[src/sv/bcl_pkg.sv]
// Shared types and constants for the bounded circular list engine.
package bcl_pkg;

	localparam int CAPACITY_DEF   = 64;
	localparam int VALUE_BITS_DEF = 32;

	// Fixed widths of the stream fields
	localparam int ACT_W    = 3;
	localparam int DATA_W   = 32;
	localparam int POS_W    = 6;
	localparam int STATUS_W = 2;
	localparam int COUNT_W  = 7;

	typedef enum logic [ACT_W-1:0] {
		ACT_INS_FRONT = 3'd0,
		ACT_INS_BACK  = 3'd1,
		ACT_REM_FRONT = 3'd2,
		ACT_REM_BACK  = 3'd3,
		ACT_REM_VALUE = 3'd4,
		ACT_SEARCH    = 3'd5
	} act_t;

	typedef enum logic [STATUS_W-1:0] {
		STAT_OK    = 2'd0,
		STAT_FULL  = 2'd1,
		STAT_EMPTY = 2'd2
	} status_t;

	typedef enum logic [2:0] {
		S_IDLE,
		S_ALLOC,
		S_LINK,
		S_WALK,
		S_DONE
	} state_t;

	typedef struct packed {
		logic [COUNT_W-1:0]  element_count;
		logic [STATUS_W-1:0] status;
		logic [POS_W-1:0]    hit_position;
		logic                hit;
		logic [DATA_W-1:0]   out_value;
	} res_t;

endpackage

[src/sv/bcl_store.sv]
// Slot store: value and next-link memories, one write port each, registered read.
module bcl_store #(
	parameter int CAPACITY   = bcl_pkg::CAPACITY_DEF,
	parameter int VALUE_BITS = bcl_pkg::VALUE_BITS_DEF,
	localparam int IDXW      = (CAPACITY > 1) ? $clog2(CAPACITY) : 1
) (
	input  logic                         clk,
	input  logic [IDXW-1:0]              rd_addr,
	output logic signed [VALUE_BITS-1:0] rd_value,
	output logic [IDXW-1:0]              rd_link,
	input  logic                         val_we,
	input  logic [IDXW-1:0]              val_addr,
	input  logic signed [VALUE_BITS-1:0] val_data,
	input  logic                         link_we,
	input  logic [IDXW-1:0]              link_addr,
	input  logic [IDXW-1:0]              link_data
);

	logic signed [VALUE_BITS-1:0] val_mem [CAPACITY];
	logic [IDXW-1:0]              link_mem [CAPACITY];

	always_ff @(posedge clk) begin
		if (val_we) begin
			val_mem[val_addr] <= val_data;
		end
		rd_value <= val_mem[rd_addr];
	end

	always_ff @(posedge clk) begin
		if (link_we) begin
			link_mem[link_addr] <= link_data;
		end
		rd_link <= link_mem[rd_addr];
	end

endmodule

[src/sv/bcl_pool.sv]
// Free-slot pool: stack of returned slots plus a counter of never-used slots.
module bcl_pool #(
	parameter int CAPACITY = bcl_pkg::CAPACITY_DEF,
	localparam int IDXW    = (CAPACITY > 1) ? $clog2(CAPACITY) : 1,
	localparam int CNTW    = $clog2(CAPACITY + 1)
) (
	input  logic            clk,
	input  logic            arst_n,
	input  logic            pop,       // slot valid on the next cycle
	input  logic            push,
	input  logic [IDXW-1:0] push_slot,
	output logic [IDXW-1:0] slot
);

	logic [IDXW-1:0] ret_mem [CAPACITY];
	logic [CNTW-1:0] ret_cnt_q;
	logic [CNTW-1:0] fresh_q;
	logic            from_ret_q;
	logic [IDXW-1:0] ret_rd_q;
	logic [IDXW-1:0] fresh_slot_q;
	logic [CNTW-1:0] ret_top;

	assign ret_top = ret_cnt_q - CNTW'(1);

	always_ff @(posedge clk or negedge arst_n) begin
		if (!arst_n) begin
			ret_cnt_q  <= '0;
			fresh_q    <= '0;
			from_ret_q <= 1'b0;
		end else if (push) begin
			ret_cnt_q <= ret_cnt_q + CNTW'(1);
		end else if (pop) begin
			if (ret_cnt_q != '0) begin
				ret_cnt_q  <= ret_top;
				from_ret_q <= 1'b1;
			end else begin
				fresh_q    <= fresh_q + CNTW'(1);
				from_ret_q <= 1'b0;
			end
		end
	end

	always_ff @(posedge clk) begin
		if (push) begin
			ret_mem[ret_cnt_q[IDXW-1:0]] <= push_slot;
		end
		ret_rd_q     <= ret_mem[ret_top[IDXW-1:0]];
		fresh_slot_q <= fresh_q[IDXW-1:0];
	end

	assign slot = from_ret_q ? ret_rd_q : fresh_slot_q;

endmodule

[src/sv/bcl_ctrl.sv]
// Sequencer: decodes an operation and walks the list one link per cycle.
module bcl_ctrl #(
	parameter int CAPACITY   = bcl_pkg::CAPACITY_DEF,
	parameter int VALUE_BITS = bcl_pkg::VALUE_BITS_DEF,
	localparam int IDXW      = (CAPACITY > 1) ? $clog2(CAPACITY) : 1,
	localparam int CNTW      = $clog2(CAPACITY + 1)
) (
	input  logic                         clk,
	input  logic                         arst_n,
	// operation in
	input  logic                         in_valid,
	output logic                         in_ready,
	input  logic [bcl_pkg::ACT_W-1:0]    action,
	input  logic signed [bcl_pkg::DATA_W-1:0] item_value,
	// result out
	output logic                         res_valid,
	input  logic                         res_ack,
	output bcl_pkg::res_t                res,
	// slot store
	output logic [IDXW-1:0]              rd_addr,
	input  logic signed [VALUE_BITS-1:0] rd_value,
	input  logic [IDXW-1:0]              rd_link,
	output logic                         val_we,
	output logic [IDXW-1:0]              val_addr,
	output logic signed [VALUE_BITS-1:0] val_data,
	output logic                         link_we,
	output logic [IDXW-1:0]              link_addr,
	output logic [IDXW-1:0]              link_data,
	// free pool
	output logic                         pool_pop,
	output logic                         pool_push,
	output logic [IDXW-1:0]              pool_push_slot,
	input  logic [IDXW-1:0]              pool_slot
);

	bcl_pkg::state_t state_q, state_n;
	bcl_pkg::act_t   act_q, act_n;
	bcl_pkg::res_t   res_q, res_n;
	logic signed [VALUE_BITS-1:0] key_q, key_n;
	logic [IDXW-1:0] head_q, head_n, tail_q, tail_n;
	logic [IDXW-1:0] cur_q, cur_n, prev_q, prev_n, idx_q, idx_n;
	logic [CNTW-1:0] used_q, used_n;

	logic signed [63:0] in_ext;
	logic signed [63:0] rd_ext;
	logic               is_last, is_match, is_target;

	assign in_ext = 64'(item_value);
	assign rd_ext = 64'(rd_value);

	always_ff @(posedge clk or negedge arst_n) begin
		if (!arst_n) begin
			state_q <= bcl_pkg::S_IDLE;
			used_q  <= '0;
			head_q  <= '0;
			tail_q  <= '0;
		end else begin
			state_q <= state_n;
			used_q  <= used_n;
			head_q  <= head_n;
			tail_q  <= tail_n;
		end
	end

	always_ff @(posedge clk) begin
		act_q  <= act_n;
		key_q  <= key_n;
		res_q  <= res_n;
		cur_q  <= cur_n;
		prev_q <= prev_n;
		idx_q  <= idx_n;
	end

	always_comb begin
		is_last  = (CNTW'(idx_q) == used_q - CNTW'(1));
		is_match = (rd_value == key_q)
			&& (act_q == bcl_pkg::ACT_REM_VALUE || act_q == bcl_pkg::ACT_SEARCH);
		case (act_q)
			bcl_pkg::ACT_REM_FRONT: is_target = 1'b1;
			bcl_pkg::ACT_REM_BACK:  is_target = is_last;
			default:                is_target = is_match;
		endcase
	end

	always_comb begin
		state_n = state_q;
		act_n   = act_q;
		key_n   = key_q;
		res_n   = res_q;
		head_n  = head_q;
		tail_n  = tail_q;
		cur_n   = cur_q;
		prev_n  = prev_q;
		idx_n   = idx_q;
		used_n  = used_q;

		in_ready       = (state_q == bcl_pkg::S_IDLE);
		res_valid      = (state_q == bcl_pkg::S_DONE);
		rd_addr        = head_q;
		val_we         = 1'b0;
		val_addr       = pool_slot;
		val_data       = key_q;
		link_we        = 1'b0;
		link_addr      = tail_q;
		link_data      = cur_q;
		pool_pop       = 1'b0;
		pool_push      = 1'b0;
		pool_push_slot = cur_q;

		res          = res_q;
		res.element_count = bcl_pkg::COUNT_W'(used_q);

		case (state_q)
			bcl_pkg::S_IDLE: begin
				if (in_valid) begin
					act_n  = bcl_pkg::act_t'(action);
					key_n  = in_ext[VALUE_BITS-1:0];
					res_n  = '0;
					cur_n  = head_q;
					prev_n = tail_q;   // list is circular: the head's predecessor is the tail
					idx_n  = '0;
					case (action)
						bcl_pkg::ACT_INS_FRONT, bcl_pkg::ACT_INS_BACK: begin
							if (used_q == CNTW'(CAPACITY)) begin
								res_n.status = bcl_pkg::STAT_FULL;
								state_n      = bcl_pkg::S_DONE;
							end else begin
								pool_pop = 1'b1;
								state_n  = bcl_pkg::S_ALLOC;
							end
						end
						bcl_pkg::ACT_REM_FRONT, bcl_pkg::ACT_REM_BACK,
						bcl_pkg::ACT_REM_VALUE: begin
							if (used_q == '0) begin
								res_n.status = bcl_pkg::STAT_EMPTY;
								state_n      = bcl_pkg::S_DONE;
							end else begin
								state_n = bcl_pkg::S_WALK;
							end
						end
						bcl_pkg::ACT_SEARCH: begin
							state_n = (used_q == '0) ? bcl_pkg::S_DONE : bcl_pkg::S_WALK;
						end
						default: begin
							state_n = bcl_pkg::S_DONE;
						end
					endcase
				end
			end

			bcl_pkg::S_ALLOC: begin
				val_we    = 1'b1;
				link_we   = 1'b1;
				link_addr = pool_slot;
				link_data = (used_q == '0) ? pool_slot : head_q;
				cur_n     = pool_slot;
				if (used_q == '0) begin
					head_n  = pool_slot;
					tail_n  = pool_slot;
					used_n  = used_q + CNTW'(1);
					state_n = bcl_pkg::S_DONE;
				end else begin
					state_n = bcl_pkg::S_LINK;
				end
			end

			bcl_pkg::S_LINK: begin
				link_we   = 1'b1;
				link_addr = tail_q;
				link_data = cur_q;
				if (act_q == bcl_pkg::ACT_INS_FRONT) begin
					head_n = cur_q;
				end else begin
					tail_n = cur_q;
				end
				used_n  = used_q + CNTW'(1);
				state_n = bcl_pkg::S_DONE;
			end

			bcl_pkg::S_WALK: begin
				// rd_value / rd_link belong to cur_q
				if (is_target) begin
					if (act_q == bcl_pkg::ACT_REM_FRONT || act_q == bcl_pkg::ACT_REM_BACK) begin
						res_n.out_value = rd_ext[bcl_pkg::DATA_W-1:0];
					end else begin
						res_n.hit          = 1'b1;
						res_n.hit_position = bcl_pkg::POS_W'(idx_q);
					end
					if (act_q != bcl_pkg::ACT_SEARCH) begin
						// unlink cur_q
						link_we   = (used_q != CNTW'(1));
						link_addr = prev_q;
						link_data = rd_link;
						if (cur_q == head_q) begin
							head_n = rd_link;
						end
						if (cur_q == tail_q) begin
							tail_n = prev_q;
						end
						pool_push = 1'b1;
						used_n    = used_q - CNTW'(1);
					end
					state_n = bcl_pkg::S_DONE;
				end else if (is_last) begin
					state_n = bcl_pkg::S_DONE;
				end else begin
					rd_addr = rd_link;
					prev_n  = cur_q;
					cur_n   = rd_link;
					idx_n   = idx_q + IDXW'(1);
				end
			end

			bcl_pkg::S_DONE: begin
				if (res_ack) begin
					state_n = bcl_pkg::S_IDLE;
				end
			end

			default: begin
				state_n = bcl_pkg::S_IDLE;
			end
		endcase
	end

endmodule

[src/sv/bounded_circular_list_engine_top.sv]
// Top level of the bounded circular list engine.
//
// Keeps an ordered list of up to CAPACITY signed values as a circular singly
// linked list in a slot store, with a free-slot pool. One operation is taken
// per transfer on the s_axis side (tuser = action, tdata = item_value) and
// exactly one result transfer follows on m_axis. Operations are handled one
// at a time; s_axis_tready is high only while the sequencer is idle. An
// insert takes a free slot, writes it (S_ALLOC) and links it in (S_LINK,
// skipped for an empty list). Removes and searches walk from the head up
// to the target: the head for remove front, the last element for remove
// back, the first match for search and remove value, else the last element.
// Full, empty and unused action codes go straight to the result. The walk
// advances one link per cycle, set by the single registered read port of
// the slot store. The output register lets the next operation be accepted
// while a result is still waiting on m_axis. After reset the list is empty
// and the block is ready at once; no memory clearing pass is needed.
module bounded_circular_list_engine_top #(
	parameter int CAPACITY   = bcl_pkg::CAPACITY_DEF,
	parameter int VALUE_BITS = bcl_pkg::VALUE_BITS_DEF
) (
	input  logic        clk,
	input  logic        arst_n,
	// operation stream
	input  logic        s_axis_tvalid,
	output logic        s_axis_tready,
	input  logic [31:0] s_axis_tdata,   // [31:0] item_value
	input  logic [2:0]  s_axis_tuser,   // [2:0] action
	// result stream
	output logic        m_axis_tvalid,
	input  logic        m_axis_tready,
	output logic [47:0] m_axis_tdata    // [31:0] out_value, [32] hit,
	                                    // [38:33] hit_position, [40:39] status,
	                                    // [47:41] element_count
);

	localparam int IDXW = (CAPACITY > 1) ? $clog2(CAPACITY) : 1;

	logic                         res_valid;
	logic                         res_ack;
	bcl_pkg::res_t                res;
	logic [IDXW-1:0]              rd_addr;
	logic signed [VALUE_BITS-1:0] rd_value;
	logic [IDXW-1:0]              rd_link;
	logic                         val_we;
	logic [IDXW-1:0]              val_addr;
	logic signed [VALUE_BITS-1:0] val_data;
	logic                         link_we;
	logic [IDXW-1:0]              link_addr;
	logic [IDXW-1:0]              link_data;
	logic                         pool_pop;
	logic                         pool_push;
	logic [IDXW-1:0]              pool_push_slot;
	logic [IDXW-1:0]              pool_slot;

	logic                         out_valid_q;
	bcl_pkg::res_t                out_res_q;

	bcl_ctrl #(
		.CAPACITY   (CAPACITY),
		.VALUE_BITS (VALUE_BITS)
	) u_ctrl (
		.clk            (clk),
		.arst_n         (arst_n),
		.in_valid       (s_axis_tvalid),
		.in_ready       (s_axis_tready),
		.action         (s_axis_tuser),
		.item_value     (s_axis_tdata),
		.res_valid      (res_valid),
		.res_ack        (res_ack),
		.res            (res),
		.rd_addr        (rd_addr),
		.rd_value       (rd_value),
		.rd_link        (rd_link),
		.val_we         (val_we),
		.val_addr       (val_addr),
		.val_data       (val_data),
		.link_we        (link_we),
		.link_addr      (link_addr),
		.link_data      (link_data),
		.pool_pop       (pool_pop),
		.pool_push      (pool_push),
		.pool_push_slot (pool_push_slot),
		.pool_slot      (pool_slot)
	);

	bcl_store #(
		.CAPACITY   (CAPACITY),
		.VALUE_BITS (VALUE_BITS)
	) u_store (
		.clk       (clk),
		.rd_addr   (rd_addr),
		.rd_value  (rd_value),
		.rd_link   (rd_link),
		.val_we    (val_we),
		.val_addr  (val_addr),
		.val_data  (val_data),
		.link_we   (link_we),
		.link_addr (link_addr),
		.link_data (link_data)
	);

	bcl_pool #(
		.CAPACITY (CAPACITY)
	) u_pool (
		.clk       (clk),
		.arst_n    (arst_n),
		.pop       (pool_pop),
		.push      (pool_push),
		.push_slot (pool_push_slot),
		.slot      (pool_slot)
	);

	// Output register: loads when empty or when the held result transfers.
	assign res_ack = !out_valid_q || m_axis_tready;

	always_ff @(posedge clk or negedge arst_n) begin
		if (!arst_n) begin
			out_valid_q <= 1'b0;
		end else if (res_valid && res_ack) begin
			out_valid_q <= 1'b1;
		end else if (m_axis_tready) begin
			out_valid_q <= 1'b0;
		end
	end

	always_ff @(posedge clk) begin
		if (res_valid && res_ack) begin
			out_res_q <= res;
		end
	end

	assign m_axis_tvalid = out_valid_q;
	assign m_axis_tdata  = out_res_q;

endmodule
[config.mk]
export PLATFORM = sky130hd
export DESIGN_NAME = bounded_circular_list_engine_top
export DESIGN_NICKNAME = d
export VERILOG_FILES = /design/src/sv/bcl_pkg.sv /design/src/sv/bcl_store.sv /design/src/sv/bcl_pool.sv /design/src/sv/bcl_ctrl.sv /design/src/sv/bounded_circular_list_engine_top.sv
export SDC_FILE = /design/constraint.sdc
export NUM_CORES = 2
export LEC_CHECK = 0
export BUFFER_PORTS_ARGS = -buffer_cell sky130_fd_sc_hd__buf_2
export CORE_MARGIN = 5
export CORE_UTILIZATION = 25
export CTS_CLUSTER_DIAMETER = 60
export DETAILED_ROUTE_END_ITERATION = 12
export HOLD_SLACK_MARGIN = 0.1
export PLACE_DENSITY = 0.44
export SETUP_SLACK_MARGIN = 0.05
export SLEW_MARGIN = 20
export SYNTH_ARGS = -nofsm -noshare
export SYNTH_HDL_FRONTEND = slang
export SYNTH_SLANG_ARGS = --single-unit
[constraint.sdc]
create_clock -name clk -period 13.2 [get_ports clk]
set_clock_uncertainty 0.1 [all_clocks]
set_input_delay 1.98 -clock clk [delete_from_list [all_inputs] [get_ports clk]]
set_output_delay 1.98 -clock clk [all_outputs]
set_load 0.03 [all_outputs]
; Yosys cells after proc, flatten, opt, wreduce, memory -nomap -nowiden
; Memories as Yosys holds them, arrays and structs flattened. A register that Yosys moved wholly into a read port is not among the register bits.
; Cells that the tools add are included.
[word_totals]
ram_bits = 2816
memories = 3
latch_bits = 0
ff_bits = 186
rom_bits = 0
[classes]
eq_ne = 34
div = 0
mux = 79
n_shift = 0
addsub = 6
reduce_logical = 33
mul = 0
n_lt_le_gt_ge = 0
n_bitwise = 2
[mem_list]
columns = memory, words, word_bits, rd, rd_ports_with_merged_regs, write_ports, line
row1 = u_store.val_mem, 64, 32, 1, 1, 1, bcl_store.sv:19  ; logic signed [VALUE_BITS-1:0] val_mem [CAPACITY];
row2 = u_pool.ret_mem, 64, 6, 1, 1, 1, bcl_pool.sv:15  ; logic [IDXW-1:0] ret_mem [CAPACITY];
row3 = u_store.link_mem, 64, 6, 1, 1, 1, bcl_store.sv:20  ; logic [IDXW-1:0] link_mem [CAPACITY];
[ops]
columns = operator, count
row1 = $mux W6, 27
row2 = $mux W39, 2
row3 = $pmux W39 S2, 1
row4 = $pmux W6 S3, 3
row5 = $mux W7, 7
row6 = $pmux W6 S2, 4
row7 = $eq A32 B32 Y1, 1
row8 = $mux W32, 1
row9 = $add A7 B1 Y7 const B, 3
row10 = $mux W3, 7
row11 = $pmux W7 S3, 1
row12 = $mux W1, 20
row13 = $reduce_and A4 Y1, 5
row14 = $eq A3 B2 Y1 const B, 6
row15 = $ne A2 B1 Y1 const B, 8
row16 = $eq A3 B3 Y1 const B, 5
row17 = $pmux W3 S5, 1
row18 = $sub A7 B1 Y7 const B, 2
row19 = $eq A6 B6 Y1, 2
row20 = $ne A2 B2 Y1 const B, 5
row21 = $logic_not A3 Y1, 3
row22 = $reduce_bool A2 Y1, 4
row23 = $eq A6 B7 Y1, 1
row24 = $eq A7 B7 Y1 const B, 1
row25 = other kinds (23), 34

; Longest topological paths before layout
[logic_depth]
ltp_word = 8
mapped_depth = 18

; By module
; From an unflattened synthesis, not the netlist that was laid out.
[unflattened]
hier_cells = 5557
area_unflattened_um2 = 117440.1
[by_module_without_submodules]
columns = module, cells_per_inst, area_each_um2, n_inst
row1 = bcl_store, 4093, 93470.9, 1
row2 = bcl_pool, 867, 16321.9, 1
row3 = bcl_ctrl, 545, 6152.2, 1
row4 = bounded_circular_list_engine_top, 52, 1495.2, 1

; Worst setup path after synthesis
; OpenSTA, ideal clock, no wires.
[synth_timing]
kind = register -> register
start = register u_ctrl.key_q[3], in the netlist u_ctrl.val_data[3]
end = memory u_store.link_mem[0][5] (netlist name), data pin
synth_period_minus_slack_ps = 6087
arrival_ps = 5286
stages_incl_launch_ff = 9
setup_slack_ps = 7113
setup_time_ps = 702
required_time_ps = 12398
n_path_buf = 0
cell_sequence = edfxtp_1 xor2_1 nor4_1 nand4_1 nor3_1 a21oi_1 nor3_1 a22oi_1 o21ai_0
[synth_between]
elab_chain_len = 5
[synth_lines]
columns = element, line
row1 = from (decl), bcl_ctrl.sv:39  ; logic signed [VALUE_BITS-1:0] key_q, key_n;
row2 = from (signal assigned), bcl_ctrl.sv:67  ; key_q <= key_n;
row3 = $eq A32 B32 Y1, bcl_ctrl.sv:76  ; is_match = (rd_value == key_q)
row4 = $logic_and A1 B1 Y1, bcl_ctrl.sv:77  ; && (act_q == bcl_pkg::ACT_REM_VALUE || act_q == bcl_pkg::ACT_SEARCH);
row5 = $pmux W1 S2, bcl_ctrl.sv:78  ; case (act_q)
row6 = $mux W6, bcl_ctrl.sv:182  ; if (is_target) begin
row7 = $pmux W6 S2, bcl_ctrl.sv:113  ; case (state_q)
row8 = net link_data[5], bounded_circular_list_engine_top.sv:49  ; logic [IDXW-1:0] link_data;
row9 = to (decl), bcl_store.sv:20
; The timed path passes the listed nets, and every way through them passes these cells.

; Worst setup path after layout
[layout_timing]
start = register u_ctrl.key_q[21], in the netlist u_ctrl.val_data[21]
end = register u_store.rd_value[8] (read register of u_store.val_mem)
[layout_between]
elab_chain_len = 5
[layout_lines]
columns = element, line
row1 = $eq A32 B32 Y1, bcl_ctrl.sv:76
row2 = $logic_and A1 B1 Y1, bcl_ctrl.sv:77
row3 = $pmux W1 S2, bcl_ctrl.sv:78
row4 = $mux W6, bcl_ctrl.sv:182
row5 = $mux W6, bcl_ctrl.sv:113
row6 = to (decl), bcl_store.sv:9  ; output logic signed [VALUE_BITS-1:0] rd_value,
; No other way between the ends.
; A chain may end at the register's enable or synchronous reset.

==> flow_summary.toml <==
[timing]
fin_crit_sh = 0.6028
setup_tns_ns = 0
fin_crit_ns = 7.958
relSlewSlack = 0.1477
tightestPinTransition_ns = 1.278
hold_viol = 0
slew_viol_final = 0
fmaxAchievable_ghz = 0.1257
rsz0062_at_grt = "false"
finalSetupViolCount = 0
fin_ws_ns = 5.242

[logic_synthesis]
ys_seq_elements = 3045
syn_avg_cell_area_um2 = 16.36
synth_top_area_cell = "edfxtp_1"
synthDistinctLibCells = 100
synth_area_leaders = "edfxtp_1 (74%), mux4_2 (4.2%), mux2i_1 (3.5%)"
ys_warn_count = 0
synthesis.nets = 7420
synth_edf_count = 2958
ys.flop_type = "edfxtp_1"
synth_top_cell_area_share = 0.7367
async_flop_share = 0.01215
synthCells = 7372
syn_area_um2 = 120600
yosysSeqAreaShare = 0.7526

[cts]
clock_path_buffers = 4
cts-buffers-inserted = 322
insertion_delay_ns = 0.92
tritoncts = "done"
ctsHoldBuffers = 0
clk_pin_slew_ns = 0.06
htree_levels = 5
clock_sinks = 3045
cts_setup_buffers = 0
post_cts_resized = 0
cts_root_buffer = "clkbuf_16"

[route]
vias_per_cell = 4.970
first_iter_violations = 8571
route.final.wire_length_um = 420000
routedWlPerCell_um = 29.49
vias = 70799
dr.pass1.iters = 7
drc = 0
ant_nets = 0

[global_routing]
grt_pass1_vias = 69935
grt_max_degree = 146
grtUsageTotal = 0.1624
grt_overflow = 0
grt_pass1_wl_um = 575800
antenna_found_initial = 22

[run]
cap_violations = 0

[critical_path]
worstSetupEndpointType = "flop"
reg2reg_slack_ns = 5.24
cpMostUsedCell = "buf_4"
cp.arrival_ns = 8.69
path_max_fanout = 113
cp-start-kind = "flop"
required_ns = 13.93
crit_type = "flop to flop"
slowest_delay_ns = 0.82
slowest_stage = "buf_4"
path_cells = "buf_4 > xor2_1 > nor4_1 > nand4_1 > o31ai_4 > buf_4 > nor3_4 > nor2_8 > buf_12 > buf_4 > mux2_2 > a221oi_1 > o21a_1 > nor4_1 > o221a_1"

[pwr]
switching_share = 0.3793
p_comb_frac = 0.352
vdd_ir_drop_max_uv = 178.6
p_per_area_nw_per_um2 = 233.6
clkPwrFrac = 0.272
switching_power_w = 0.01238
p_seq_frac = 0.376
p_int_w = 0.02027
power.leakage_nw = 45.53

[place]
gp_congestion = 0.7920
dp_hpwl_um = 227600
io_buffers = 88
pre_cts_slack_ns = 5.440

[layout]
mostFrequentLayoutCells = "edfxtp_1 (2958), nand2_1 (1017), mux2i_1 (412)"
syn_to_final_growth_pct = 15.96
nNetsFinal = 7605
nFillCells = 47601
drive_gt1_frac = 0.1598
layout_commonest_cell = "edfxtp_1"

[floorplanning]
row_count = 255
die-area_um2 = 496300
die_h_um = 704.5
initial_core_util = 0.2504
ioPinCount = 89
die_x_um = 704.5
fp.coreArea_um2 = 481500

[min_path]
hp-class = "flop to flop"

[outcome]
status = "finished clean"
[per-stage QoR]
step / hold slack (ns) / total power [W] / cells / cell area [um^2] / util
2_1_floorplan: 0.2664 / 0.01884 / 7372 / 120600 / -
3_3_place_gp: 0.2777 / 0.02396 / 13658 / 129600 / 0.2693
4_1_cts: 0.2963 / 0.03294 / 14233 / 139800 / 0.2903
3_5_place_dp: 0.2828 / 0.02404 / 13658 / 129700 / 0.2693
6_report: 0.2901 / 0.03265 / 14244 / 139800 / 0.2904
5_1_grt: 0.3048 / 0.03383 / 14237 / 139800 / 0.2904
[registers in the layout (all words and copies together), names as in the netlist]
register	count
m_axis_tvalid	1
u_pool.from_ret_q	1
u_ctrl.prev_q	6
u_ctrl.act_q	3
u_store.val_mem	2048
u_ctrl.state_q	3
u_ctrl.used_q	7
u_store.link_mem	384
u_ctrl.tail_q	6
u_store.rd_link	6
u_pool.fresh_slot_q	6
u_ctrl.pool_push_slot	6
u_pool.ret_rd_q	6
u_ctrl.res	41
u_pool.ret_mem	384
u_ctrl.head_q	6
u_ctrl.val_data	32
u_pool.ret_cnt_q	7
u_store.rd_value	32
m_axis_tdata	48
u_pool.fresh_q	6
u_ctrl.idx_q	6
[routing by layer]
metal	global-route usage	wire length (um)	up-vias
met3	0.02473	28640	608
li1	-	-	29479
met2	0.2644	198300	2866
met1	0.2223	178800	37844
met4	0.05179	14210	2
met5	0	13	-
[cells by family (layout without fill, tap and decap cells)]
group / Yosys count / after routing / share of synthesized area
buffers and inverters: 476 / 912 / 0.01898
adders and majority gates: 9 / 9 / 0.0009339
AOI/OAI and AO/OA: 1133 / 1133 / 0.06644
DFF: 3045 / 3045 / 0.7526
other: 0 / 11 / 0
xor gates and xnor gates: 76 / 76 / 0.005759
muxes: 744 / 744 / 0.08627
and+or+nand+nor: 1889 / 1889 / 0.06896
[power groups by stage]
stage	logic [W]	registers, W	clock network [W]
after floorplan	0.00628	0.0126	0
after global routing	0.0121	0.0123	0.00946
after CTS	0.0116	0.0123	0.00906
after global placement	0.0115	0.0125	0
after detailed placement	0.0116	0.0125	0
final	0.0115	0.0123	0.00888
[critical path: cells and delay by family (launching register included)]
kind	cells	cell delay, ns
AND/OR/NAND/NOR	5	3.14
AO/OA/AOI/OAI	4	1.02
buffers and inverters	4	2.31
multiplexers	1	0.29
flip-flops	1	0.32
XOR/XNOR	1	0.33
[cells in the mapped netlist, types with 12 or more instances]
cell type / n
nand4_1: 27
mux4_2: 226
mux2_2: 99
dfxtp_1: 50
xor2_1: 52
nor2_1: 277
a221oi_1: 49
a21oi_1: 238
o21a_1: 13
o22ai_1: 104
dfrtp_1: 37
buf_4: 63
o21ai_0: 116
a2111oi_0: 27
and3_1: 157
edfxtp_1: 2958
a311oi_1: 34
xnor2_1: 22
nand2_1: 1019
and2_1: 51
o221a_2: 15
inv_1: 14
nand3_1: 221
a31oi_1: 96
nor3_1: 48
o221ai_1: 134
buf_2: 146
buf_1: 46
a211oi_1: 131
mux2i_1: 418
clkbuf_1: 194
nor4_1: 26
a22oi_1: 12
[cell type report]
type	instances	area (um^2)	area share
multi-input cells	3851	28420	0.2033
inverters	16	60.06	0.0004296
flip-flops and latches	3045	90760	0.6491
clock inverters	156	1299	0.009289
clock buffers	419	8826	0.06313
diodes	11	27.53	0.0001969
repair buffers	321	2390	0.01709
well taps	6425	8039	0.05750
[worst paths after layout]
check	depth (start not counted)	endpoint	startpoint
worst min register to register	0	m_axis_tdata[19]	u_ctrl.res[19]
min in group asynchronous	2	u_ctrl.used_q[3]	arst_n
worst min-delay path	0	m_axis_tdata[19]	u_ctrl.res[19]
max in group asynchronous	2	u_pool.ret_cnt_q[0]	arst_n
worst max-delay path	15	u_store.rd_value[8]	u_ctrl.val_data[21]
worst max register to register	15	u_store.rd_value[8]	u_ctrl.val_data[21]
No activity file was read; power rests on OpenSTA's default activity.
